$ cat config.mk
export PLATFORM = sky130hd
export DESIGN_NAME = tgr_queue
export DESIGN_NICKNAME = d
export VERILOG_FILES = /design/src/rtl/core/tgr_pkg.sv /design/src/rtl/core/tgr_queue.sv
export SDC_FILE = /design/constraint.sdc
export NUM_CORES = 1
export LEC_CHECK = 0
export ABC_AREA = 1
export BUFFER_PORTS_ARGS = -buffer_cell sky130_fd_sc_hd__buf_2
export CAP_MARGIN = 0
export CORE_MARGIN = 4
export CORE_UTILIZATION = 52
export CTS_CLUSTER_SIZE = 10
export DETAILED_ROUTE_END_ITERATION = 8
export GPL_TIMING_DRIVEN = 0
export PLACE_DENSITY = 0.81
export SLEW_MARGIN = 20
export SYNTH_ARGS = -nofsm -noshare
export SYNTH_HDL_FRONTEND = slang
export SYNTH_SLANG_ARGS = --single-unit
export TNS_END_PERCENT = 20
$ cat constraint.sdc
create_clock -name i_clk -period 3.42 [get_ports i_clk]
set_clock_uncertainty 0.1 [all_clocks]
set_input_delay 0 -clock i_clk [delete_from_list [all_inputs] [get_ports i_clk]]
set_output_delay 0 -clock i_clk [all_outputs]
set_load 0.03 [all_outputs]
$ cat src/rtl/core/tgr_pkg.sv
// Package for the text glyph renderer: panel and font constants, item structs
// and the 8x16 glyph table. Depends on nothing; every module uses it.

package tgr_pkg;

    localparam int PANEL_WIDTH  = 160;
    localparam int PANEL_HEIGHT = 110;

    localparam int CURSOR_W    = 16;
    localparam int COLOUR_W    = 16;
    localparam int CHAR_W      = 8;
    localparam int WIN_X_W     = 8;
    localparam int WIN_Y_W     = 7;
    localparam int GLYPH_W     = 8;
    localparam int GLYPH_H     = 16;
    localparam int ROW_W       = $clog2(GLYPH_H);
    localparam int GLYPH_COUNT = 41;
    localparam int GLYPH_IDX_W = $clog2(GLYPH_COUNT);
    localparam int HALF_COLS   = GLYPH_W / 2;
    localparam int HALF_W      = HALF_COLS * COLOUR_W;
    localparam int ADVANCE_X   = 9;
    localparam int LINE_STEP_Y = 18;

    localparam int QUEUE_DEPTH = 2;
    localparam int QPTR_W      = (QUEUE_DEPTH > 1) ? $clog2(QUEUE_DEPTH) : 1;
    localparam int QCNT_W      = $clog2(QUEUE_DEPTH + 1);

    localparam int GLYPH_ALPHA_BASE = 10;
    localparam int GLYPH_SPACE      = 36;
    localparam int GLYPH_BANG       = 37;
    localparam int GLYPH_COLON      = 38;
    localparam int GLYPH_PERIOD     = 39;
    localparam int GLYPH_DASH       = 40;

    localparam logic [CHAR_W-1:0] CHAR_NEWLINE = 8'h0A;
    localparam logic [CHAR_W-1:0] CHAR_SPACE   = 8'h20;
    localparam logic [CHAR_W-1:0] CHAR_BANG    = 8'h21;
    localparam logic [CHAR_W-1:0] CHAR_DASH    = 8'h2D;
    localparam logic [CHAR_W-1:0] CHAR_PERIOD  = 8'h2E;
    localparam logic [CHAR_W-1:0] CHAR_ZERO    = 8'h30;
    localparam logic [CHAR_W-1:0] CHAR_NINE    = 8'h39;
    localparam logic [CHAR_W-1:0] CHAR_COLON   = 8'h3A;
    localparam logic [CHAR_W-1:0] CHAR_UPPER_A = 8'h41;
    localparam logic [CHAR_W-1:0] CHAR_UPPER_Z = 8'h5A;
    localparam logic [CHAR_W-1:0] CHAR_LOWER_A = 8'h61;
    localparam logic [CHAR_W-1:0] CHAR_LOWER_Z = 8'h7A;

    typedef enum logic [0:0] {
        CFG_FORE_COLOUR = 1'b0,
        CFG_BACK_COLOUR = 1'b1
    } t_cfg_reg;

    typedef struct packed {
        logic [CHAR_W-1:0]   char_code;
        logic                new_string;
        logic [CURSOR_W-1:0] origin_x;
        logic [CURSOR_W-1:0] origin_y;
    } t_in_item;

    typedef struct packed {
        logic [WIN_X_W-1:0] win_x_start;
        logic [WIN_Y_W-1:0] win_y_start;
        logic [WIN_X_W-1:0] win_x_end;
        logic [WIN_Y_W-1:0] win_y_end;
        logic [ROW_W-1:0]   glyph_row;
        logic [HALF_W-1:0]  pixels_left;
        logic [HALF_W-1:0]  pixels_right;
        logic               last_row;
    } t_out_item;

    typedef struct packed {
        logic [GLYPH_IDX_W-1:0] glyph;
        logic [WIN_X_W-1:0]     x_start;
        logic [WIN_Y_W-1:0]     y_start;
        logic [WIN_X_W-1:0]     x_end;
        logic [WIN_Y_W-1:0]     y_end;
    } t_cmd;

    typedef struct packed {
        logic [COLOUR_W-1:0] fore;
        logic [COLOUR_W-1:0] back;
    } t_colours;

    // Element GLYPH_H-1 holds the top row of the glyph.
    typedef logic [GLYPH_H-1:0][GLYPH_W-1:0] t_glyph;

    function automatic t_glyph tgr_glyph(input logic [GLYPH_IDX_W-1:0] idx);
        t_glyph g;
        unique case (idx)
            6'd0:  g = 128'h001C2241_41414141_41414141_221C0000;
            6'd1:  g = 128'h00081828_08080808_08080808_081C0000;
            6'd2:  g = 128'h003C4281_01010204_08102040_80FF0000;
            6'd3:  g = 128'h007E8101_01020C02_01010101_827C0000;
            6'd4:  g = 128'h00060A0A_12222242_4282FF02_02020000;
            6'd5:  g = 128'h00FF8080_80BCC201_01010101_827C0000;
            6'd6:  g = 128'h001F2040_40809CA2_C1818181_423C0000;
            6'd7:  g = 128'h00FF8102_02040408_08101020_20400000;
            6'd8:  g = 128'h003C4281_8181423C_42818181_423C0000;
            6'd9:  g = 128'h003C4281_81818143_21110905_02000000;
            6'd10: g = 128'h00182442_42427E42_42424242_00000000;
            6'd11: g = 128'h007C4242_42427C42_4242427C_00000000;
            6'd12: g = 128'h003C4280_80808080_8080423C_00000000;
            6'd13: g = 128'h007C4242_42424242_4242427C_00000000;
            6'd14: g = 128'h007E4040_40407C40_4040407E_00000000;
            6'd15: g = 128'h007E4040_40407C40_40404040_00000000;
            6'd16: g = 128'h003C4280_80808E82_8282423C_00000000;
            6'd17: g = 128'h00424242_42427E42_42424242_00000000;
            6'd18: g = 128'h007C1010_10101010_1010107C_00000000;
            6'd19: g = 128'h001F0404_04040404_04444438_00000000;
            6'd20: g = 128'h00424448_50606050_48444242_00000000;
            6'd21: g = 128'h00404040_40404040_4040407E_00000000;
            6'd22: g = 128'h0082C6C6_AAAA9292_82828282_00000000;
            6'd23: g = 128'h00426262_52524A4A_46464242_00000000;
            6'd24: g = 128'h003C4281_81818181_8181423C_00000000;
            6'd25: g = 128'h007C4242_42427C40_40404040_00000000;
            6'd26: g = 128'h003C4281_81818181_9189463D_01000000;
            6'd27: g = 128'h007C4242_42427C48_44444242_00000000;
            6'd28: g = 128'h003C4280_80601C02_0101423C_00000000;
            6'd29: g = 128'h00FE1010_10101010_10101010_00000000;
            6'd30: g = 128'h00424242_42424242_4242423C_00000000;
            6'd31: g = 128'h00424242_24242418_18181818_00000000;
            6'd32: g = 128'h00828282_929292AA_AA444444_00000000;
            6'd33: g = 128'h00424224_24181818_24244242_00000000;
            6'd34: g = 128'h00824444_28281010_10101010_00000000;
            6'd35: g = 128'h007E0204_08081020_2040407E_00000000;
            6'd36: g = 128'h00000000_00000000_00000000_00000000;
            6'd37: g = 128'h00181818_18181818_18000018_18000000;
            6'd38: g = 128'h00000000_00181800_00000018_18000000;
            6'd39: g = 128'h00000000_00000000_00000018_18000000;
            6'd40: g = 128'h00000000_0000007E_7E000000_00000000;
            default: g = '0;
        endcase
        return g;
    endfunction

endpackage

$ cat src/rtl/core/tgr_queue.sv
// Short command queue between the front and back ends of the text glyph
// renderer. Depends on tgr_pkg.

module tgr_queue (
    input  logic          i_clk,
    input  logic          i_rst_n,
    input  logic          i_push,
    input  tgr_pkg::t_cmd i_cmd,
    input  logic          i_pop,
    output tgr_pkg::t_cmd o_cmd,
    output logic          o_full,
    output logic          o_empty
);

    localparam int D  = tgr_pkg::QUEUE_DEPTH;
    localparam int PW = tgr_pkg::QPTR_W;
    localparam int NW = tgr_pkg::QCNT_W;

    tgr_pkg::t_cmd r_mem [D];
    logic [PW-1:0] r_wr_ptr, r_rd_ptr;
    logic [NW-1:0] r_count;
    logic          do_push, do_pop;

    assign o_full  = (r_count == NW'(D));
    assign o_empty = (r_count == '0);
    assign o_cmd   = r_mem[r_rd_ptr];
    assign do_push = i_push && !o_full;
    assign do_pop  = i_pop && !o_empty;

    always_ff @(posedge i_clk) begin
        if (do_push) begin
            r_mem[r_wr_ptr] <= i_cmd;
        end
    end

    always_ff @(posedge i_clk) begin
        if (!i_rst_n) begin
            r_wr_ptr <= '0;
            r_rd_ptr <= '0;
            r_count  <= '0;
        end else begin
            if (do_push) begin
                r_wr_ptr <= (r_wr_ptr == PW'(D - 1)) ? '0 : PW'(r_wr_ptr + 1'b1);
            end
            if (do_pop) begin
                r_rd_ptr <= (r_rd_ptr == PW'(D - 1)) ? '0 : PW'(r_rd_ptr + 1'b1);
            end
            if (do_push && !do_pop) begin
                r_count <= NW'(r_count + 1'b1);
            end else if (do_pop && !do_push) begin
                r_count <= NW'(r_count - 1'b1);
            end
        end
    end

    assert property (@(posedge i_clk) disable iff (!i_rst_n) r_count <= NW'(D))
        else $error("Queue count exceeds its depth.");

    assert property (@(posedge i_clk) disable iff (!i_rst_n)
        (i_push && !o_full && !i_pop) |=> !o_empty)
        else $error("Queue empty after a push without a pop.");

    assert property (@(posedge i_clk) disable iff (!i_rst_n)
        (i_pop && !o_empty && !i_push) |=> !o_full)
        else $error("Queue full after a pop without a push.");

endmodule

==> results.toml, run 1 <==
[power_and_ir_drop]
fin_total_pwr_mw = 3.11
max-vdd-ir-drop_mv = 0.492
p_leak_nw = 1.69
p_per_area_nw_per_um2 = 743

[setup_path]
crit_arrival_ns = 1.92
worstPathRequired_ns = 3.60
critPathKind = "flop to flop"
crit_path_cell_trace = "inv_1 > o21ai_2 > inv_1 > ha_1 > inv_1 > nand3_1 > nand2_1 > inv_1 > nor2_1"
critPathSlowestCell = "dfxtp_1"
cp-end-kind = "flop"
critPathTopFamily = "flip-flops"
path_max_fanout = 4
critPathBufInv = 4
slowest_delay_ns = 0.36
critPathLaunchType = "flop"
cp_common_cell = "inv_1"

[timing]
setup_ws_ns = 1.68
fin_crit_sh = 0.509
tightest_slew_ns = 0.662
setup_violations = 0
finalHoldViolCount = 0
fin_crit_ns = 1.74
slew_headroom = 0.557
drv_slew = 0
max_freq_mhz = 574
rsz0062_at_grt = "no"

[clock_network]
htree_num_levels = 3
cts_made_buffers = 9
cts_tree = "done"
cts.sinks = 77
cts_setup_buffers = 0
clk_latency_ns = 0.33
clk_pin_slew_ns = 0.07
cts-root-buf = "clkbuf_8"
cts_buffer_depth = 2

[logic_synthesis]
synth_xor_area_frac = 0
yosys_warnings = 0
synthMuxAreaShare = 0.173
synth.top_cells.by_area = "edfxtp_1, mux2_4, dfxtp_1"
synth_commonest_cells = "edfxtp_1, mux2_4, nor2_1"
ys_seq_elements = 77
synth.most_common_cell = "edfxtp_1"
synth_top_family_by_area = "multiplexers"
synth_top_area_cell = "edfxtp_1"
synth_compound_area_frac = 0.00793
postSynthAreaPerCell_sq_um = 20.0
synth-edff-count = 72
ys.flop_type = "edfxtp_1"
yosys.area_share.adder = 0.00418
syn_nets = 191
async_flop_share = 0
synthSimpleGateAreaFrac = 0.0251
netlist_instances = 150
yosysSeqAreaShare = 0.755
yosysTopAreaCellShare = 0.722
ys_types = 15
syn_area_sq_um = 3000

[placement]
dp.cells = 301
post-dp-hpwl_um = 3580
place_ws_ns = 1.66
gp_congestion = 0.670
io_buffer_count = 77

[grt]
grt-ovfl-total = 0
grt_pass1_vias = 1878
grt_pass1_wl_um = 9050
antenna_found_initial = 0
met3_usage = 0.0424
grt_max_degree = 22
met1_usage = 0.182
use_met2 = 0.319
busiest_layer = "met2"
track_usage = 0.170

[detailed_routing]
dr.pass1.iters = 4
finalWirelength_um = 5500
avgRoutedWirePerCell_um = 15.5
drt_iter0_drc = 70
drc = 0
viasPerCell = 4.83
vias = 1716
antenna_left = 0

[layout]
fin_cells = 355
area_growth_pct = 39.6
finalNetCount = 319
antenna_cells = 0
fill_cells = 346
final_layout_size_suffix_gt1_frac = 0.484

[floorplanning]
start_util = 0.541
fp.coreArea_sq_um = 5540
num_rows = 27
die_area_sq_um = 7040
die_w_um = 83.9
io_pins = 78
die_h_um = 83.9

[status]
status = "completed"

[min_path]
hold_class = "input pin to flop"

[run]
cap_violations = 0
## stage by stage
step | util | hold WS [ns] | TNS (ns) | area [sq um]
global placement | 0.627 | 0.0886 | -0.165 | 3470
floorplan | - | -0.00113 | 0 | 3000
CTS | 0.755 | 0.0363 | 0 | 4180
detailed placement | 0.639 | 0.0911 | 0 | 3540
finish | 0.755 | 0.0508 | 0 | 4180
global route | 0.755 | 0.0677 | 0 | 4180
## placed cells by master, fill, tap and decap left out, drive strengths merged
cell and count:
buf 83, edfxtp 72, dlygate4sd3 38, mux2 36, nor2 11, inv 9
clkbuf 9, nand2 6, dfxtp 5, bufinv 4, o21ai 3, clkinv 3
a21oi 1, nand3 1, nand4 1, ha 1
## state kept, by name (all words and copies together), names as in the netlist, named ones only
signal / cells
r_count: 2
r_mem: 72
r_rd_ptr: 1
r_wr_ptr: 1
## area by class of cell
type,instances,area [sq um],share of cell area
Clock inverter,7,138,0.0329
Timing Repair Buffer,117,821,0.196
Sequential cell,77,2260,0.541
Buffer,4,71.3,0.0170
Tap cell,72,90.1,0.0215
Clock buffer,9,124,0.0296
Inverter,9,33.8,0.00807
Multi-Input combinational cell,60,644,0.154
## worst paths after layout
kind,from,to,slack [ns],cells past startpoint
max,r_count[1],r_count[1],1.68,9
min reg2reg,r_rd_ptr,flop,0.42,2
min,i_push,r_wr_ptr,0.05,5
max reg2reg,r_count[1],r_count[1],1.68,9
## power by group
part           switching [mW]  internal [mW]
registers              0.0451           1.19
logic                   0.586          0.418
clock network           0.313          0.556
total                   0.944           2.17
## logic make-up after synthesis
logic type / Yosys count
DFF: 77
adders and majority gates: 1
AOI/OAI and AO/OA: 4
muxes: 36
buffers and inverters: 13
and+or+nand+nor: 19
## what timing repair did
item,in CTS,in global routing
hold endpoints to repair,77,0
gates resized for setup,0,0
hold buffers,38,0
## layer usage
layer  vias to the layer above  wire length (um)
li1                        822                 -
met1                       838              2090
met2                        49              3110
met3                         7               218
met4                         0                77
met5                         -                 0
## worst reg2reg max path, cell delays in order (launching register included)
cell and delay (ns):
dfxtp_1 0.36, inv_1 0.09, o21ai_2 0.28, inv_1 0.10, ha_1 0.33, inv_1 0.09
nand3_1 0.09, nand2_1 0.09, inv_1 0.05, nor2_1 0.10
Note: power is estimated with default switching activity, not from simulation.
==> inputs of run 2 (changes only) <==
--- a/config.mk
+++ b/config.mk
@@ -9,11 +9,11 @@
 export BUFFER_PORTS_ARGS = -buffer_cell sky130_fd_sc_hd__buf_2
 export CAP_MARGIN = 0
 export CORE_MARGIN = 4
-export CORE_UTILIZATION = 52
+export CORE_UTILIZATION = 47
 export CTS_CLUSTER_SIZE = 10
 export DETAILED_ROUTE_END_ITERATION = 8
 export GPL_TIMING_DRIVEN = 0
-export PLACE_DENSITY = 0.81
+export PLACE_DENSITY = 0.77
 export SLEW_MARGIN = 20
 export SYNTH_ARGS = -nofsm -noshare
 export SYNTH_HDL_FRONTEND = slang
==> constraint.sdc (replaced) <==
create_clock -name i_clk -period 1.6 [get_ports i_clk]
set_clock_uncertainty 0.1 [all_clocks]
set_input_delay 0 -clock i_clk [delete_from_list [all_inputs] [get_ports i_clk]]
set_output_delay 0 -clock i_clk [all_outputs]
set_load 0.03 [all_outputs]
==> results.toml, run 2 (synthesis gave the netlist of run 1 again) <==
[status]
status = "completed"

[grt]
grt_max_degree = 25
grt-ovfl-total = 0
grt_pass1_vias = 1882
track_usage = 0.168
grt_pass1_wl_um = 9230
antenna_found_initial = 0

[setup_path]
path_max_fanout = 10
rrSetupSlack_ns = 0.07
crit_arrival_ns = 1.45
critPathKind = "flop to output port"
cp-end-kind = "output port"
critPathLaunchType = "flop"
worstPathRequired_ns = 1.50

[layout]
multi_input_area_sq_um = 673
mostFrequentLayoutCells = "edfxtp_1, buf_2, dlygate4sd3_1"
final_layout_size_suffix_gt1_frac = 0.526
fin_cells = 366
finalNetCount = 327
reg.largest.list = "r_mem: 72 flops, r_count: 2 flops"
top_register = "r_mem"
final_common_cell = "edfxtp_1"
fill_cells = 401
area_growth_pct = 45.0
largest_reg_flops = 72
antenna_cells = 0
layout.area.seq_sq_um = 2270
final_util = 0.717

[power_and_ir_drop]
power_switching_mw = 2.14
power.internal_mw = 4.44
p_clk_frac = 0.213
pwr-share-comb = 0.383
p_per_area_nw_per_um2 = 1520
p_leak_nw = 1.74
fin_total_pwr_mw = 6.59
p_seq_frac = 0.404
swShare = 0.325
max-vdd-ir-drop_mv = 0.984

[detailed_routing]
drt_iter0_drc = 53
drc = 0
avgRoutedWirePerCell_um = 16.7
finalWirelength_um = 6120
viasPerCell = 4.83
antenna_left = 0
dr.pass1.iters = 5
vias = 1768

[timing]
whs_ns = 0.0150
drv_slew = 0
finalHoldViolCount = 0
fin_crit_sh = 0.972
setup_violations = 0
tightest_slew_ns = 0.668
fin_crit_ns = 1.55
rsz0062_at_grt = "yes"
slew_headroom = 0.554
max_freq_mhz = 643
setup_ws_ns = 0.0453

[floorplanning]
die_w_um = 87.9
die_area_sq_um = 7720
die_h_um = 87.9
fp.coreArea_sq_um = 6060
start_util = 0.494
num_rows = 28
io_pins = 78

[min_path]
hold_class = "input pin to flop"

[clock_network]
htree_num_levels = 3
cts.sinks = 77
cts_tree = "done"
clk_pin_slew_ns = 0.08
clk_latency_ns = 0.33
cts-root-buf = "clkbuf_8"
cts_buffer_depth = 2
cts_made_buffers = 9

[placement]
place_ws_ns = -0.180
io_buffer_count = 77
post-dp-hpwl_um = 3460
dp.cells = 304
gp_congestion = 0.654

[run]
cap_violations = 0
[run 2: layout make-up]
type	count	area share
clock inverters	7	0.0153
repair buffers	124	0.234
flip-flops and latches	77	0.521
clock buffers	9	0.0285
well taps	75	0.0216
plain buffers	4	0.0164
multi-input cells	61	0.155
inverters	9	0.00777
[run 2: critical path, cell delays in order (launching register included)]
cell	delay (ns)
dfxtp_2	0.35
buf_6	0.14
buf_12	0.15
mux2_4	0.30
buf_2	0.18
[run 2: timing repair]
item | 4_1_cts | 5_1_grt
gates cloned | 1 | 1
hold buffers | 38 | 0
setup endpoints to repair | 90 | 58
hold endpoints to repair | 77 | 0
resized for setup | 51 | 10
pin swaps | 3 | 3
buffers inserted | 2 | 4
[run 2: path summary, 6_finish.rpt]
check                           startpoint           to  cells past startpoint
worst max-delay path                  flop    o_cmd[21]                      4
worst min-delay path                i_push     r_wr_ptr                      4
worst max register to register  r_count[1]  r_mem[0][7]                      3
worst min register to register    r_rd_ptr         flop                      2
[run 2: metrics by stage]
step	instance area, sq um	TNS [ns]
floorplan	3000	-24.22
detailed placement	3540	-3.33
CTS	4290	0
global placement	3480	-66.82
global route	4350	-0.00947
finish	4350	0
[run 2: metal layers]
| layer | global-route usage | share of wire |
|---|---|---|
| met1 | 0.173 | 0.37 |
| met5 | 0 | 0 |
| met2 | 0.312 | 0.55 |
| met4 | 0.0907 | 0.025 |
| met3 | 0.0395 | 0.059 |
[run 2: power by group through the flow]
stage          Sequential [mW]  Clock [mW]  Combinational [mW]
2_1_floorplan             2.66           0                1.54
3_3_place_gp              2.68           0                1.98
3_5_place_dp              2.69           0                2.07
4_1_cts                   2.65        1.42                2.43
5_1_grt                   2.69        1.54                2.68
6_report                  2.66        1.40                2.53
