## config.mk

```make
export PLATFORM = sky130hd
export DESIGN_NAME = tgr_front
export DESIGN_NICKNAME = d
export VERILOG_FILES = /design/src/rtl/core/tgr_pkg.sv /design/src/rtl/core/tgr_front.sv
export SDC_FILE = /design/constraint.sdc
export NUM_CORES = 1
export LEC_CHECK = 0
export ABC_CLOCK_PERIOD_IN_PS = 3700
export BUFFER_PORTS_ARGS = -buffer_cell sky130_fd_sc_hd__buf_2
export CAP_MARGIN = 40
export CELL_PAD_IN_SITES_DETAIL_PLACEMENT = 0
export CELL_PAD_IN_SITES_GLOBAL_PLACEMENT = 1
export CORE_MARGIN = 4
export CORE_UTILIZATION = 42
export DETAILED_ROUTE_END_ITERATION = 8
export HOLD_SLACK_MARGIN = 0.08
export PLACE_DENSITY = 0.89
export SYNTH_ARGS = -nofsm -noshare
export SYNTH_HDL_FRONTEND = slang
export SYNTH_SLANG_ARGS = --single-unit
```

## constraint.sdc

```tcl
create_clock -name i_clk -period 3.7 [get_ports i_clk]
set_input_delay 0.185 -clock i_clk [delete_from_list [all_inputs] [get_ports i_clk]]
set_output_delay 0.185 -clock i_clk [all_outputs]
set_load 0.01 [all_outputs]
```

## src/rtl/core/tgr_pkg.sv

```systemverilog
// Package for the text glyph renderer: panel and font constants, item structs
// and the 8x16 glyph table. Depends on nothing; every module uses it.

package tgr_pkg;

    localparam int PANEL_WIDTH  = 160;
    localparam int PANEL_HEIGHT = 110;

    localparam int CURSOR_W    = 16;
    localparam int COLOUR_W    = 16;
    localparam int CHAR_W      = 8;
    localparam int WIN_X_W     = 8;
    localparam int WIN_Y_W     = 7;
    localparam int GLYPH_W     = 8;
    localparam int GLYPH_H     = 16;
    localparam int ROW_W       = $clog2(GLYPH_H);
    localparam int GLYPH_COUNT = 41;
    localparam int GLYPH_IDX_W = $clog2(GLYPH_COUNT);
    localparam int HALF_COLS   = GLYPH_W / 2;
    localparam int HALF_W      = HALF_COLS * COLOUR_W;
    localparam int ADVANCE_X   = 9;
    localparam int LINE_STEP_Y = 18;

    localparam int QUEUE_DEPTH = 2;
    localparam int QPTR_W      = (QUEUE_DEPTH > 1) ? $clog2(QUEUE_DEPTH) : 1;
    localparam int QCNT_W      = $clog2(QUEUE_DEPTH + 1);

    localparam int GLYPH_ALPHA_BASE = 10;
    localparam int GLYPH_SPACE      = 36;
    localparam int GLYPH_BANG       = 37;
    localparam int GLYPH_COLON      = 38;
    localparam int GLYPH_PERIOD     = 39;
    localparam int GLYPH_DASH       = 40;

    localparam logic [CHAR_W-1:0] CHAR_NEWLINE = 8'h0A;
    localparam logic [CHAR_W-1:0] CHAR_SPACE   = 8'h20;
    localparam logic [CHAR_W-1:0] CHAR_BANG    = 8'h21;
    localparam logic [CHAR_W-1:0] CHAR_DASH    = 8'h2D;
    localparam logic [CHAR_W-1:0] CHAR_PERIOD  = 8'h2E;
    localparam logic [CHAR_W-1:0] CHAR_ZERO    = 8'h30;
    localparam logic [CHAR_W-1:0] CHAR_NINE    = 8'h39;
    localparam logic [CHAR_W-1:0] CHAR_COLON   = 8'h3A;
    localparam logic [CHAR_W-1:0] CHAR_UPPER_A = 8'h41;
    localparam logic [CHAR_W-1:0] CHAR_UPPER_Z = 8'h5A;
    localparam logic [CHAR_W-1:0] CHAR_LOWER_A = 8'h61;
    localparam logic [CHAR_W-1:0] CHAR_LOWER_Z = 8'h7A;

    typedef enum logic [0:0] {
        CFG_FORE_COLOUR = 1'b0,
        CFG_BACK_COLOUR = 1'b1
    } t_cfg_reg;

    typedef struct packed {
        logic [CHAR_W-1:0]   char_code;
        logic                new_string;
        logic [CURSOR_W-1:0] origin_x;
        logic [CURSOR_W-1:0] origin_y;
    } t_in_item;

    typedef struct packed {
        logic [WIN_X_W-1:0] win_x_start;
        logic [WIN_Y_W-1:0] win_y_start;
        logic [WIN_X_W-1:0] win_x_end;
        logic [WIN_Y_W-1:0] win_y_end;
        logic [ROW_W-1:0]   glyph_row;
        logic [HALF_W-1:0]  pixels_left;
        logic [HALF_W-1:0]  pixels_right;
        logic               last_row;
    } t_out_item;

    typedef struct packed {
        logic [GLYPH_IDX_W-1:0] glyph;
        logic [WIN_X_W-1:0]     x_start;
        logic [WIN_Y_W-1:0]     y_start;
        logic [WIN_X_W-1:0]     x_end;
        logic [WIN_Y_W-1:0]     y_end;
    } t_cmd;

    typedef struct packed {
        logic [COLOUR_W-1:0] fore;
        logic [COLOUR_W-1:0] back;
    } t_colours;

    // Element GLYPH_H-1 holds the top row of the glyph.
    typedef logic [GLYPH_H-1:0][GLYPH_W-1:0] t_glyph;

    function automatic t_glyph tgr_glyph(input logic [GLYPH_IDX_W-1:0] idx);
        t_glyph g;
        unique case (idx)
            6'd0:  g = 128'h001C2241_41414141_41414141_221C0000;
            6'd1:  g = 128'h00081828_08080808_08080808_081C0000;
            6'd2:  g = 128'h003C4281_01010204_08102040_80FF0000;
            6'd3:  g = 128'h007E8101_01020C02_01010101_827C0000;
            6'd4:  g = 128'h00060A0A_12222242_4282FF02_02020000;
            6'd5:  g = 128'h00FF8080_80BCC201_01010101_827C0000;
            6'd6:  g = 128'h001F2040_40809CA2_C1818181_423C0000;
            6'd7:  g = 128'h00FF8102_02040408_08101020_20400000;
            6'd8:  g = 128'h003C4281_8181423C_42818181_423C0000;
            6'd9:  g = 128'h003C4281_81818143_21110905_02000000;
            6'd10: g = 128'h00182442_42427E42_42424242_00000000;
            6'd11: g = 128'h007C4242_42427C42_4242427C_00000000;
            6'd12: g = 128'h003C4280_80808080_8080423C_00000000;
            6'd13: g = 128'h007C4242_42424242_4242427C_00000000;
            6'd14: g = 128'h007E4040_40407C40_4040407E_00000000;
            6'd15: g = 128'h007E4040_40407C40_40404040_00000000;
            6'd16: g = 128'h003C4280_80808E82_8282423C_00000000;
            6'd17: g = 128'h00424242_42427E42_42424242_00000000;
            6'd18: g = 128'h007C1010_10101010_1010107C_00000000;
            6'd19: g = 128'h001F0404_04040404_04444438_00000000;
            6'd20: g = 128'h00424448_50606050_48444242_00000000;
            6'd21: g = 128'h00404040_40404040_4040407E_00000000;
            6'd22: g = 128'h0082C6C6_AAAA9292_82828282_00000000;
            6'd23: g = 128'h00426262_52524A4A_46464242_00000000;
            6'd24: g = 128'h003C4281_81818181_8181423C_00000000;
            6'd25: g = 128'h007C4242_42427C40_40404040_00000000;
            6'd26: g = 128'h003C4281_81818181_9189463D_01000000;
            6'd27: g = 128'h007C4242_42427C48_44444242_00000000;
            6'd28: g = 128'h003C4280_80601C02_0101423C_00000000;
            6'd29: g = 128'h00FE1010_10101010_10101010_00000000;
            6'd30: g = 128'h00424242_42424242_4242423C_00000000;
            6'd31: g = 128'h00424242_24242418_18181818_00000000;
            6'd32: g = 128'h00828282_929292AA_AA444444_00000000;
            6'd33: g = 128'h00424224_24181818_24244242_00000000;
            6'd34: g = 128'h00824444_28281010_10101010_00000000;
            6'd35: g = 128'h007E0204_08081020_2040407E_00000000;
            6'd36: g = 128'h00000000_00000000_00000000_00000000;
            6'd37: g = 128'h00181818_18181818_18000018_18000000;
            6'd38: g = 128'h00000000_00181800_00000018_18000000;
            6'd39: g = 128'h00000000_00000000_00000018_18000000;
            6'd40: g = 128'h00000000_0000007E_7E000000_00000000;
            default: g = '0;
        endcase
        return g;
    endfunction

endpackage

```

## src/rtl/core/tgr_front.sv

```systemverilog
// Front end of the text glyph renderer: accepts character items, keeps the
// text cursor, picks the glyph and clamps the window. Depends on tgr_pkg.

module tgr_front (
    input  logic              i_clk,
    input  logic              i_rst_n,
    input  logic              i_in_valid,
    output logic              o_in_ready,
    input  tgr_pkg::t_in_item i_in_item,
    input  logic              i_q_full,
    output logic              o_push,
    output tgr_pkg::t_cmd     o_cmd
);

    localparam int CW = tgr_pkg::CURSOR_W;
    localparam int XW = tgr_pkg::WIN_X_W;
    localparam int YW = tgr_pkg::WIN_Y_W;
    localparam int IW = tgr_pkg::GLYPH_IDX_W;

    logic [CW-1:0] r_cursor_x, n_cursor_x;
    logic [CW-1:0] r_cursor_y, n_cursor_y;
    logic [CW-1:0] r_home_x,   n_home_x;

    logic [CW-1:0] eff_x, eff_y, eff_home, end_x, end_y;
    logic [IW-1:0] glyph;
    logic          drawable;
    logic          accept;
    logic [tgr_pkg::CHAR_W-1:0] c;

    assign o_in_ready = !i_q_full;
    assign accept     = i_in_valid && o_in_ready;
    assign c          = i_in_item.char_code;

    always_comb begin
        eff_x    = i_in_item.new_string ? i_in_item.origin_x : r_cursor_x;
        eff_y    = i_in_item.new_string ? i_in_item.origin_y : r_cursor_y;
        eff_home = i_in_item.new_string ? i_in_item.origin_x : r_home_x;
        end_x    = CW'(eff_x + CW'(tgr_pkg::GLYPH_W - 1));
        end_y    = CW'(eff_y + CW'(tgr_pkg::GLYPH_H - 1));
    end

    always_comb begin
        drawable = 1'b1;
        glyph    = '0;
        priority if (c >= tgr_pkg::CHAR_ZERO && c <= tgr_pkg::CHAR_NINE) begin
            glyph = IW'(c - tgr_pkg::CHAR_ZERO);
        end else if (c >= tgr_pkg::CHAR_UPPER_A && c <= tgr_pkg::CHAR_UPPER_Z) begin
            glyph = IW'(c - tgr_pkg::CHAR_UPPER_A + tgr_pkg::CHAR_W'(tgr_pkg::GLYPH_ALPHA_BASE));
        end else if (c >= tgr_pkg::CHAR_LOWER_A && c <= tgr_pkg::CHAR_LOWER_Z) begin
            glyph = IW'(c - tgr_pkg::CHAR_LOWER_A + tgr_pkg::CHAR_W'(tgr_pkg::GLYPH_ALPHA_BASE));
        end else if (c == tgr_pkg::CHAR_SPACE) begin
            glyph = IW'(tgr_pkg::GLYPH_SPACE);
        end else if (c == tgr_pkg::CHAR_BANG) begin
            glyph = IW'(tgr_pkg::GLYPH_BANG);
        end else if (c == tgr_pkg::CHAR_COLON) begin
            glyph = IW'(tgr_pkg::GLYPH_COLON);
        end else if (c == tgr_pkg::CHAR_PERIOD) begin
            glyph = IW'(tgr_pkg::GLYPH_PERIOD);
        end else if (c == tgr_pkg::CHAR_DASH) begin
            glyph = IW'(tgr_pkg::GLYPH_DASH);
        end else begin
            drawable = 1'b0;
        end
    end

    always_comb begin
        o_cmd.glyph   = glyph;
        o_cmd.x_start = (eff_x >= CW'(tgr_pkg::PANEL_WIDTH))
                        ? XW'(tgr_pkg::PANEL_WIDTH - 1) : eff_x[XW-1:0];
        o_cmd.y_start = (eff_y >= CW'(tgr_pkg::PANEL_HEIGHT))
                        ? YW'(tgr_pkg::PANEL_HEIGHT - 1) : eff_y[YW-1:0];
        o_cmd.x_end   = (end_x >= CW'(tgr_pkg::PANEL_WIDTH))
                        ? XW'(tgr_pkg::PANEL_WIDTH - 1) : end_x[XW-1:0];
        o_cmd.y_end   = (end_y >= CW'(tgr_pkg::PANEL_HEIGHT))
                        ? YW'(tgr_pkg::PANEL_HEIGHT - 1) : end_y[YW-1:0];
        o_push        = accept && drawable;
    end

    always_comb begin
        n_cursor_x = r_cursor_x;
        n_cursor_y = r_cursor_y;
        n_home_x   = r_home_x;
        if (accept) begin
            n_home_x = eff_home;
            if (c == tgr_pkg::CHAR_NEWLINE) begin
                n_cursor_x = eff_home;
                n_cursor_y = CW'(eff_y + CW'(tgr_pkg::LINE_STEP_Y));
            end else begin
                n_cursor_x = CW'(eff_x + CW'(tgr_pkg::ADVANCE_X));
                n_cursor_y = eff_y;
            end
        end
    end

    always_ff @(posedge i_clk) begin
        if (!i_rst_n) begin
            r_cursor_x <= '0;
            r_cursor_y <= '0;
            r_home_x   <= '0;
        end else begin
            r_cursor_x <= n_cursor_x;
            r_cursor_y <= n_cursor_y;
            r_home_x   <= n_home_x;
        end
    end

endmodule

```

==> impl_metrics.json, run 1 <==
{
  "status": "finished, final reports clean",
  "finalNetCount": 795,
  "die_area_sq_um": 13700,
  "ir_worst_vdd_uv": 190,
  "min_path_type": "input port to register",
  "synth_seq_cells": 48,
  "critPathRequiredTime_ns": 3.51,
  "final_cell_mix": "93 x nand2_1, 81 x buf_2, 66 x a21oi_1",
  "dr.pass1.iters": 5,
  "grt_pass1_vias": 5000,
  "die_h_microns": 117,
  "timing.rr.start": "r_cursor_y[1]$_SDFFE_PN0P_",
  "syn_area_sq_um": 5010,
  "ant_nets": 0,
  "finalCritPeriodShare_pct": 85.5,
  "drc": 0,
  "arrival_ns": 2.98,
  "finalMaxSlewViolations": 0,
  "clk_latency_ns": 0.29,
  "worstSetupPathType": "input port to primary output",
  "hold_viol": 0,
  "initial_core_util_pct": 43.3,
  "cts_resized": 0,
  "multi_input_area_sq_um": 3750,
  "netlist_instances": 677,
  "antenna_found_initial": 0,
  "fin_skew_ns": 0.0103,
  "worstHoldStart": "i_in_item[30]",
  "cts_inserted_buffers": 5,
  "syn_nets": 740,
  "tightest_slew_ns": 0.813,
  "via_per_inst": 5.96,
  "htreeDepth": 2,
  "endpoint_kind": "primary output",
  "grt_usage_pct": 21.3,
  "num_antenna_cells": 0,
  "ff_latch_area_sq_um": 961,
  "coreArea_sq_um": 11600,
  "ctsHoldBuffers": 0,
  "area_growth_pct": 12.4,
  "drtIter0Drc": 430,
  "synth_edf_count": 0,
  "stdcell_count": 876,
  "fin_crit_ns": 3.16,
  "final_common_cell": "nand2_1",
  "layout-drive-gt1-share_pct": 17.6,
  "ys.flop_type": "dfxtp_1",
  "total_leakage_power_nw": 2.30,
  "setup_viol": 0,
  "io_pins": 83,
  "relSlewSlack_pct": 45.1,
  "pwr_density_cell_nw_per_um2": 266,
  "grt_pass1_wl_microns": 24000,
  "dpl.hpwl_microns": 10800,
  "dp.cells": 868,
  "vias": 5220,
  "tns_ns": 0,
  "path_max_fanout": 44,
  "final_cell_area_sq_um": 5630,
  "timing.fmax_mhz": 316,
  "place_area_sq_um": 5480,
  "clkSinkCount": 48,
  "netlist-cell-type-count": 78,
  "gr-total-overflow": 0,
  "routedWlPerCell_microns": 16.8,
  "die_width_microns": 117,
  "synthArstFlopShare_pct": 0,
  "seq_area_frac_synth_pct": 19.2,
  "place.gp.congestion": 0.926,
  "wl_microns": 14700,
  "num-fill-cells": 1155,
  "num_rows": 39,
  "syn_avg_cell_area_sq_um": 7.40,
  "io_buffers": 82,
  "crit_start": "i_in_item[32]",
  "rsz0062_at_grt": "no",
  "max-cap-violations": 0,
  "path_clk_slew_ns": 0.07,
  "cp-start-kind": "input port",
  "cts_root_buf": "clkbuf_16",
  "post-cts-setup-buffers": 0,
  "ys_warn_count": 0,
  "grt_max_degree": 45,
  "cts_tree": "built",
  "clk_path_buf_depth": 2
}
-- synth_stat cells, types with 4 or more instances --
master / n / area (sq um)
nand2_1: 93 / 349
a21oi_1: 66 / 330
dfxtp_1: 48 / 961
mux2i_1: 37 / 370
nor2_1: 37 / 139
nand3_1: 34 / 170
o21ai_0: 30 / 150
clkbuf_1: 26 / 97.6
xnor2_1: 26 / 228
inv_1: 23 / 86.3
xor2_1: 19 / 166
ha_1: 18 / 225
a31oi_1: 13 / 81.3
nor3_1: 13 / 65.1
a211oi_1: 10 / 75.1
and3_1: 10 / 62.6
buf_2: 10 / 50.1
nand3b_1: 10 / 75.1
o21ai_1: 10 / 50.1
nand4_1: 9 / 56.3
nor2b_1: 8 / 50.1
o211ai_1: 8 / 60.1
and2_1: 7 / 43.8
nand2b_1: 6 / 37.5
nor4_1: 6 / 37.5
a22oi_1: 5 / 37.5
mux2_2: 5 / 56.3
a21o_1: 4 / 30.0
buf_6: 4 / 45.0
nand4b_1: 4 / 35.0
o221ai_1: 4 / 35.0
-- per-layer routing --
metal | track usage, % | wire, microns | part of all wire, % | up-vias
li1 | - | - | - | 2572
met1 | 27.9 | 6560 | 45 | 2478
met2 | 36.5 | 7230 | 49 | 143
met3 | 3.91 | 671 | 4.6 | 27
met4 | 4.82 | 250 | 1.7 | 0
met5 | 0 | 0 | 0 | -
-- worst max-delay path, stage by stage --
cell      delay (ns)
buf_4           0.45
buf_4           0.42
nor4b_1         0.48
a211oi_2        0.16
nand3_1         0.18
o21ai_1         0.11
a221oi_2        0.55
and4_1          0.26
buf_2           0.13
-- cells by family after synthesis --
group / synth area share (%)
multiplexers: 9.52
buffers and inverters: 6.09
adder cells (fa/ha/maj): 4.50
XOR/XNOR: 7.87
AND/OR/NAND/NOR: 27.0
flip-flops: 19.2
AO/OA/AOI/OAI: 25.9
-- layout make-up --
class                      instances  share of cell area (%)
timing repair buffer              92                    9.02
clock inverter                     1                   0.133
sequential                        48                    17.1
inverter                          23                    1.53
tap                              143                    3.18
multi-input combinational        562                    66.5
clock buffer                       7                    2.53
-- power by group --
| part | switching, mW | leakage (nW) | internal, mW | total, mW |
|---|---|---|---|---|
| Clock | 0.200 | 0.0701 | 0.270 | 0.470 |
| Combinational | 0.277 | 1.84 | 0.178 | 0.455 |
| Sequential | 0.0288 | 0.392 | 0.541 | 0.570 |
| Total | 0.506 | 2.30 | 0.989 | 1.50 |
-- per-stage QoR --
stage	utilization, %	setup slack [ns]	total power, mW	hold WS (ns)
6_report	48.7	0.535	1.50	0.161
5_1_grt	48.7	0.280	1.58	0.154
4_1_cts	48.7	0.590	1.50	0.155
3_5_place_dp	47.4	0.605	1.03	0.446
3_3_place_gp	47.1	0.724	1.02	0.440
2_1_floorplan	-	0.313	0.896	0.321
-- sequential cells by signal, summed over array words and instances, names as in the netlist --
register    count
r_cursor_y     16
r_home_x       16
r_cursor_x     16
-- worst paths after layout --
path                                               endpoint  slack (ns)  cells after the start
worst max-delay path                              o_cmd[12]        0.54                      9
worst min-delay path              r_home_x[14]$_SDFFE_PN0P_        0.16                      3
worst max register to register  r_cursor_y[15]$_SDFFE_PN0P_        1.09                      9
worst min register to register   r_cursor_y[1]$_SDFFE_PN0P_        0.45                      2
Note: power is estimated with default switching activity, not from simulation.
==> run 2: changes to the inputs <==
--- a/config.mk
+++ b/config.mk
@@ -5,16 +5,16 @@
 export SDC_FILE = /design/constraint.sdc
 export NUM_CORES = 1
 export LEC_CHECK = 0
-export ABC_CLOCK_PERIOD_IN_PS = 3700
+export ABC_CLOCK_PERIOD_IN_PS = 3870
 export BUFFER_PORTS_ARGS = -buffer_cell sky130_fd_sc_hd__buf_2
 export CAP_MARGIN = 40
 export CELL_PAD_IN_SITES_DETAIL_PLACEMENT = 0
 export CELL_PAD_IN_SITES_GLOBAL_PLACEMENT = 1
 export CORE_MARGIN = 4
-export CORE_UTILIZATION = 42
+export CORE_UTILIZATION = 44
 export DETAILED_ROUTE_END_ITERATION = 8
 export HOLD_SLACK_MARGIN = 0.08
-export PLACE_DENSITY = 0.89
+export PLACE_DENSITY = 0.92
 export SYNTH_ARGS = -nofsm -noshare
 export SYNTH_HDL_FRONTEND = slang
 export SYNTH_SLANG_ARGS = --single-unit
==> constraint.sdc (replaced) <==
create_clock -name i_clk -period 3.87 [get_ports i_clk]
set_input_delay 0.1935 -clock i_clk [delete_from_list [all_inputs] [get_ports i_clk]]
set_output_delay 0.1935 -clock i_clk [all_outputs]
set_load 0.01 [all_outputs]
==> run 2 against run 1 <==
Net effect: hold slack worse by 0.0023 ns; combinational power down 5.3%; sequential power down 4.4%; largest cell class unchanged; clock power up 6.0%; first-iteration DRC count down 9.1%; final cell count down 0.68%; utilization up 2.5 points; cell area down 0.22%.
==> impl_metrics.json, run 2 (same netlist as run 1, synthesis figures left out) <==
{
  "status": "finished, final reports clean",
  "post-cts-setup-buffers": 0,
  "cp_num_buf_inv": 3,
  "htreeDepth": 2,
  "grt_max_degree": 46,
  "dp.cells": 862,
  "rr_endpoint": "r_cursor_y[15]$_SDFFE_PN0P_",
  "initial_core_util_pct": 45.6,
  "die_h_microns": 115,
  "cp.depth": 10,
  "grt_pass1_wl_microns": 24000,
  "clkSinkCount": 48,
  "timing.rr.start": "r_cursor_y[1]$_SDFFE_PN0P_",
  "cts_resized": 0,
  "critPathCapture": "o_cmd[1]",
  "coreArea_sq_um": 11000,
  "clk_latency_ns": 0.29,
  "relSlewSlack_pct": 43.9,
  "total_leakage_power_nw": 2.29,
  "gr-total-overflow": 0,
  "drc": 0,
  "crit_chain": "buf_4, mux2i_1, ha_1, inv_1, o211ai_1, nand4b_1, mux2i_1, nor4_4, and3b_1, buf_2",
  "num_rows": 38,
  "hold_viol": 0,
  "die_width_microns": 115,
  "finalNetCount": 792,
  "clk_path_buf_depth": 2,
  "wl_microns": 14700,
  "rrSetupSlack_ns": 1.24,
  "arrival_ns": 2.94,
  "die_area_sq_um": 13200,
  "final_common_cell": "nand2_1",
  "tightest_slew_ns": 0.832,
  "cts_tree": "built",
  "max_stage_delay_ns": 0.54,
  "vias": 5290,
  "crit_family": "simple AND/OR/NAND/NOR gates",
  "path_max_fanout": 40,
  "min_path_type": "input port to register",
  "grt_pass1_vias": 4971,
  "routedWlPerCell_microns": 16.9,
  "area_growth_pct": 12.1,
  "largest_registers": "r_cursor_x (16), r_cursor_y (16), r_home_x (16)",
  "critPathRequiredTime_ns": 3.68,
  "setup_viol": 0,
  "via_per_inst": 6.08,
  "dpl.hpwl_microns": 10800,
  "dr.pass1.iters": 5,
  "fin_crit_ns": 3.13,
  "ir_worst_vdd_uv": 189,
  "layout-drive-gt1-share_pct": 17.3,
  "cts_inserted_buffers": 5,
  "reg2regPathDepth": 9,
  "endpoint_kind": "primary output",
  "tns_ns": 0,
  "worstSetupPathType": "input port to primary output",
  "finalCritPeriodShare_pct": 80.9,
  "fin_skew_ns": 0.00887,
  "antenna_found_initial": 0,
  "io_pins": 83,
  "max-cap-violations": 0,
  "path_clk_slew_ns": 0.07,
  "pwr_density_cell_nw_per_um2": 262,
  "grt_usage_pct": 22.0,
  "ant_nets": 0,
  "crit_top_cell": "mux2i_1",
  "timing.fmax_mhz": 319,
  "finalMaxSlewViolations": 0,
  "final_cell_mix": "93 x nand2_1, 81 x buf_2, 66 x a21oi_1",
  "cp_slowest_cell": "mux2i_1",
  "io_buffers": 82,
  "num_antenna_cells": 0,
  "ctsHoldBuffers": 0,
  "cts_root_buf": "clkbuf_16",
  "drtIter0Drc": 391,
  "rsz0062_at_grt": "no",
  "place.gp.congestion": 0.893,
  "stdcell_count": 870,
  "cp-start-kind": "input port",
  "crit_start": "i_in_item[32]"
}
-- run 2: cell types whose count changed in the layout (fill, tap and decap cells not counted), sizes merged --
cell	previous run	this run
clkinvlp	1	0
buf	92	89
clkbuf	7	6
bufinv	0	1
clkinv	0	1
-- run 2: through the flow --
stage / utilization [%] / total power, mW / worst slack [ns] / hold slack (ns) / cell area (sq um)
finish: 51.2 / 1.47 / 0.740 / 0.159 / 5620
global route: 51.2 / 1.55 / 0.410 / 0.179 / 5620
CTS: 51.2 / 1.48 / 0.746 / 0.155 / 5620
detailed placement: 49.7 / 0.981 / 0.752 / 0.447 / 5450
global placement: 49.4 / 0.969 / 0.851 / 0.441 / 5430
floorplan: - / 0.857 / 0.466 / 0.329 / 5010
-- run 2: tightest hold or removal path, delay by kind of cell --
kind,cells,cell delay [ns]
and+or+nand+nor,1,0.05
buffers and inverters,1,0.11
AOI/OAI and AO/OA,1,0.05
-- run 2: worst min path at each step --
stage	startpoint	slack [ns]	endpoint	depth (start not counted)
after floorplan	i_in_item[23]	0.33	r_home_x[7]$_SDFFE_PN0P_	2
after global placement	r_home_x[8]$_SDFFE_PN0P_	0.44	r_home_x[8]$_SDFFE_PN0P_	2
after detailed placement	r_home_x[7]$_SDFFE_PN0P_	0.45	r_home_x[7]$_SDFFE_PN0P_	2
after CTS	i_in_item[29]	0.16	r_home_x[13]$_SDFFE_PN0P_	3
after global routing	i_in_item[30]	0.18	r_home_x[14]$_SDFFE_PN0P_	3
final	i_in_item[29]	0.16	r_home_x[13]$_SDFFE_PN0P_	3
-- run 2: per-layer routing --
metal / global-route usage [%] / share of wire [%] / vias to the layer above / wire length, microns
met5: 0 / 0 / - / 0
met4: 6.34 / 1.9 / 0 / 278
met3: 3.70 / 5.2 / 30 / 760
met2: 37.7 / 49 / 155 / 7280
met1: 28.5 / 44 / 2538 / 6410
li1: - / - / 2567 / -
-- run 2: final cells by class --
type	count	area, sq um
fill	1073	5370
multi-input combinational	562	3750
sequential	48	961
timing repair buffer	89	485
tap	140	175
clock buffer	6	129
inverter	23	86.3
clock inverter	2	35.0
-- run 2: where the power goes --
part	internal [mW]	switching [mW]	total [mW]
sequential	0.518	0.0272	0.545
clock	0.304	0.194	0.498
combinational	0.168	0.263	0.431
total	0.990	0.484	1.47
==> run 3: changes to the inputs <==
--- a/config.mk
+++ b/config.mk
@@ -5,16 +5,16 @@
 export SDC_FILE = /design/constraint.sdc
 export NUM_CORES = 1
 export LEC_CHECK = 0
-export ABC_CLOCK_PERIOD_IN_PS = 3870
+export ABC_CLOCK_PERIOD_IN_PS = 3270
 export BUFFER_PORTS_ARGS = -buffer_cell sky130_fd_sc_hd__buf_2
 export CAP_MARGIN = 40
 export CELL_PAD_IN_SITES_DETAIL_PLACEMENT = 0
 export CELL_PAD_IN_SITES_GLOBAL_PLACEMENT = 1
 export CORE_MARGIN = 4
-export CORE_UTILIZATION = 44
+export CORE_UTILIZATION = 42
 export DETAILED_ROUTE_END_ITERATION = 8
 export HOLD_SLACK_MARGIN = 0.08
-export PLACE_DENSITY = 0.92
+export PLACE_DENSITY = 0.89
 export SYNTH_ARGS = -nofsm -noshare
 export SYNTH_HDL_FRONTEND = slang
 export SYNTH_SLANG_ARGS = --single-unit
==> constraint.sdc (replaced) <==
create_clock -name i_clk -period 3.27 [get_ports i_clk]
set_input_delay 0.1635 -clock i_clk [delete_from_list [all_inputs] [get_ports i_clk]]
set_output_delay 0.1635 -clock i_clk [all_outputs]
set_load 0.01 [all_outputs]
==> run 3 against run 2 <==
Net effect: hold slack got worse by 0.018 ns; routed wire length rose by 2.2%; first-iteration DRC count fell by 9.2%; critical path depth fell by 1; largest power group unchanged.
==> impl_metrics.json, run 3 (same netlist as run 1, synthesis figures left out) <==
{
  "routedWlPerCell_microns": 17.1,
  "finalCritPeriodShare_pct": 91.1,
  "worstSetupPathType": "register to primary output",
  "io_buffers": 82,
  "final_cell_mix": "93 x nand2_1, 81 x buf_2, 66 x a21oi_1",
  "io_pins": 83,
  "place.gp.congestion": 0.892,
  "stdcell_count": 880,
  "post-cts-setup-buffers": 0,
  "layout-drive-gt1-share_pct": 18.2,
  "drc": 0,
  "dr.pass1.iters": 5,
  "dpl.hpwl_microns": 11100,
  "tns_ns": 0,
  "grt_usage_pct": 21.7,
  "via_per_inst": 5.99,
  "clk_path_buf_depth": 2,
  "fin_crit_ns": 2.98,
  "final_common_cell": "nand2_1",
  "cts_resized": 0,
  "finalMaxSlewViolations": 0,
  "grt_use_met1_pct": 28.0,
  "drtIter0Drc": 355,
  "wl_microns": 15100,
  "total_leakage_power_nw": 2.34,
  "cts_tree": "built",
  "fin_skew_ns": 0.0111,
  "utilization_pct": 49.3,
  "largest_registers": "r_cursor_x (16), r_cursor_y (16), r_home_x (16)",
  "path_clk_slew_ns": 0.07,
  "finalWorstSetupSlack_ns": 0.291,
  "arrival_ns": 2.82,
  "ctsHoldBuffers": 0,
  "hold_ws_ns": 0.141,
  "grtUsageMet3_pct": 3.29,
  "max-cap-violations": 0,
  "initial_core_util_pct": 43.3,
  "setup_viol": 0,
  "status": "finished, final reports clean",
  "die_width_microns": 117,
  "clkSinkCount": 48,
  "hold_viol": 0,
  "grt_pass1_wl_microns": 24400,
  "cts_inserted_buffers": 5,
  "endpoint_kind": "primary output",
  "top_usage_layer": "met2",
  "grt_max_degree": 68,
  "antenna_found_initial": 0,
  "place_area_sq_um": 5520,
  "grt_pass1_vias": 5057,
  "final_cell_area_sq_um": 5700,
  "die_area_sq_um": 13700,
  "min_path_type": "input port to register",
  "ir_worst_vdd_uv": 251,
  "num_rows": 39,
  "pre_cts_slack_ns": 0.442,
  "power_mw": 1.79,
  "timing.fmax_mhz": 336,
  "die_h_microns": 117,
  "pwr_density_cell_nw_per_um2": 313,
  "area_growth_pct": 13.8,
  "dp.cells": 872,
  "htreeDepth": 2,
  "tightest_slew_ns": 0.759,
  "ant_nets": 0,
  "clk_latency_ns": 0.29,
  "cts_root_buf": "clkbuf_16",
  "coreArea_sq_um": 11600,
  "gr-total-overflow": 0,
  "critPathRequiredTime_ns": 3.11,
  "finalNetCount": 799,
  "path_max_fanout": 8,
  "relSlewSlack_pct": 48.8,
  "num_antenna_cells": 0,
  "cp-start-kind": "register",
  "grt_use_met2_pct": 37.4,
  "vias": 5272,
  "rsz0062_at_grt": "no"
}
-- run 3: cell count changes in the layout (fill, tap and decap cells not counted), sizes merged --
cell  previous run  this run
buf             89        96
-- run 3: worst paths after layout --
path                                            startpoint                          end  slack [ns]  cells past startpoint
worst max-delay path            r_cursor_x[0]$_SDFFE_PN0P_                    o_cmd[13]        0.29                      9
worst min-delay path                         i_in_item[29]    r_home_x[13]$_SDFFE_PN0P_        0.14                      3
worst max register to register  r_cursor_y[1]$_SDFFE_PN0P_  r_cursor_y[15]$_SDFFE_PN0P_        0.65                      9
worst min register to register  r_cursor_y[1]$_SDFFE_PN0P_   r_cursor_y[1]$_SDFFE_PN0P_        0.45                      2
-- run 3: layout make-up --
cell class              instances  area [sq um]
multi-input cells             562          3750
repair buffers                 96           551
clock inverters                 2          38.8
fillers                      1139          5860
well taps                     143           179
inverters                      23          86.3
clock buffers                   6           139
flip-flops and latches         48           961
-- run 3: where the power goes --
group	total (mW)	internal, mW	switching [mW]
Clock	0.619	0.384	0.235
Sequential	0.645	0.612	0.0329
Combinational	0.521	0.206	0.316
-- run 3: worst max-delay path, stage by stage, from the launching register on --
cell      delay [ns]
dfxtp_1         0.46
mux2i_1         0.19
ha_1            0.26
nand2b_1        0.08
a32o_1          0.23
and2_1          0.27
inv_1           0.09
a221oi_2        0.52
and4_1          0.29
buf_2           0.14
-- run 3: routing by layer --
layer / routed length [microns] / part of all wire (%)
met5: 0 / 0
met4: 300 / 2.0
met3: 854 / 5.7
met2: 7360 / 49
met1: 6540 / 43
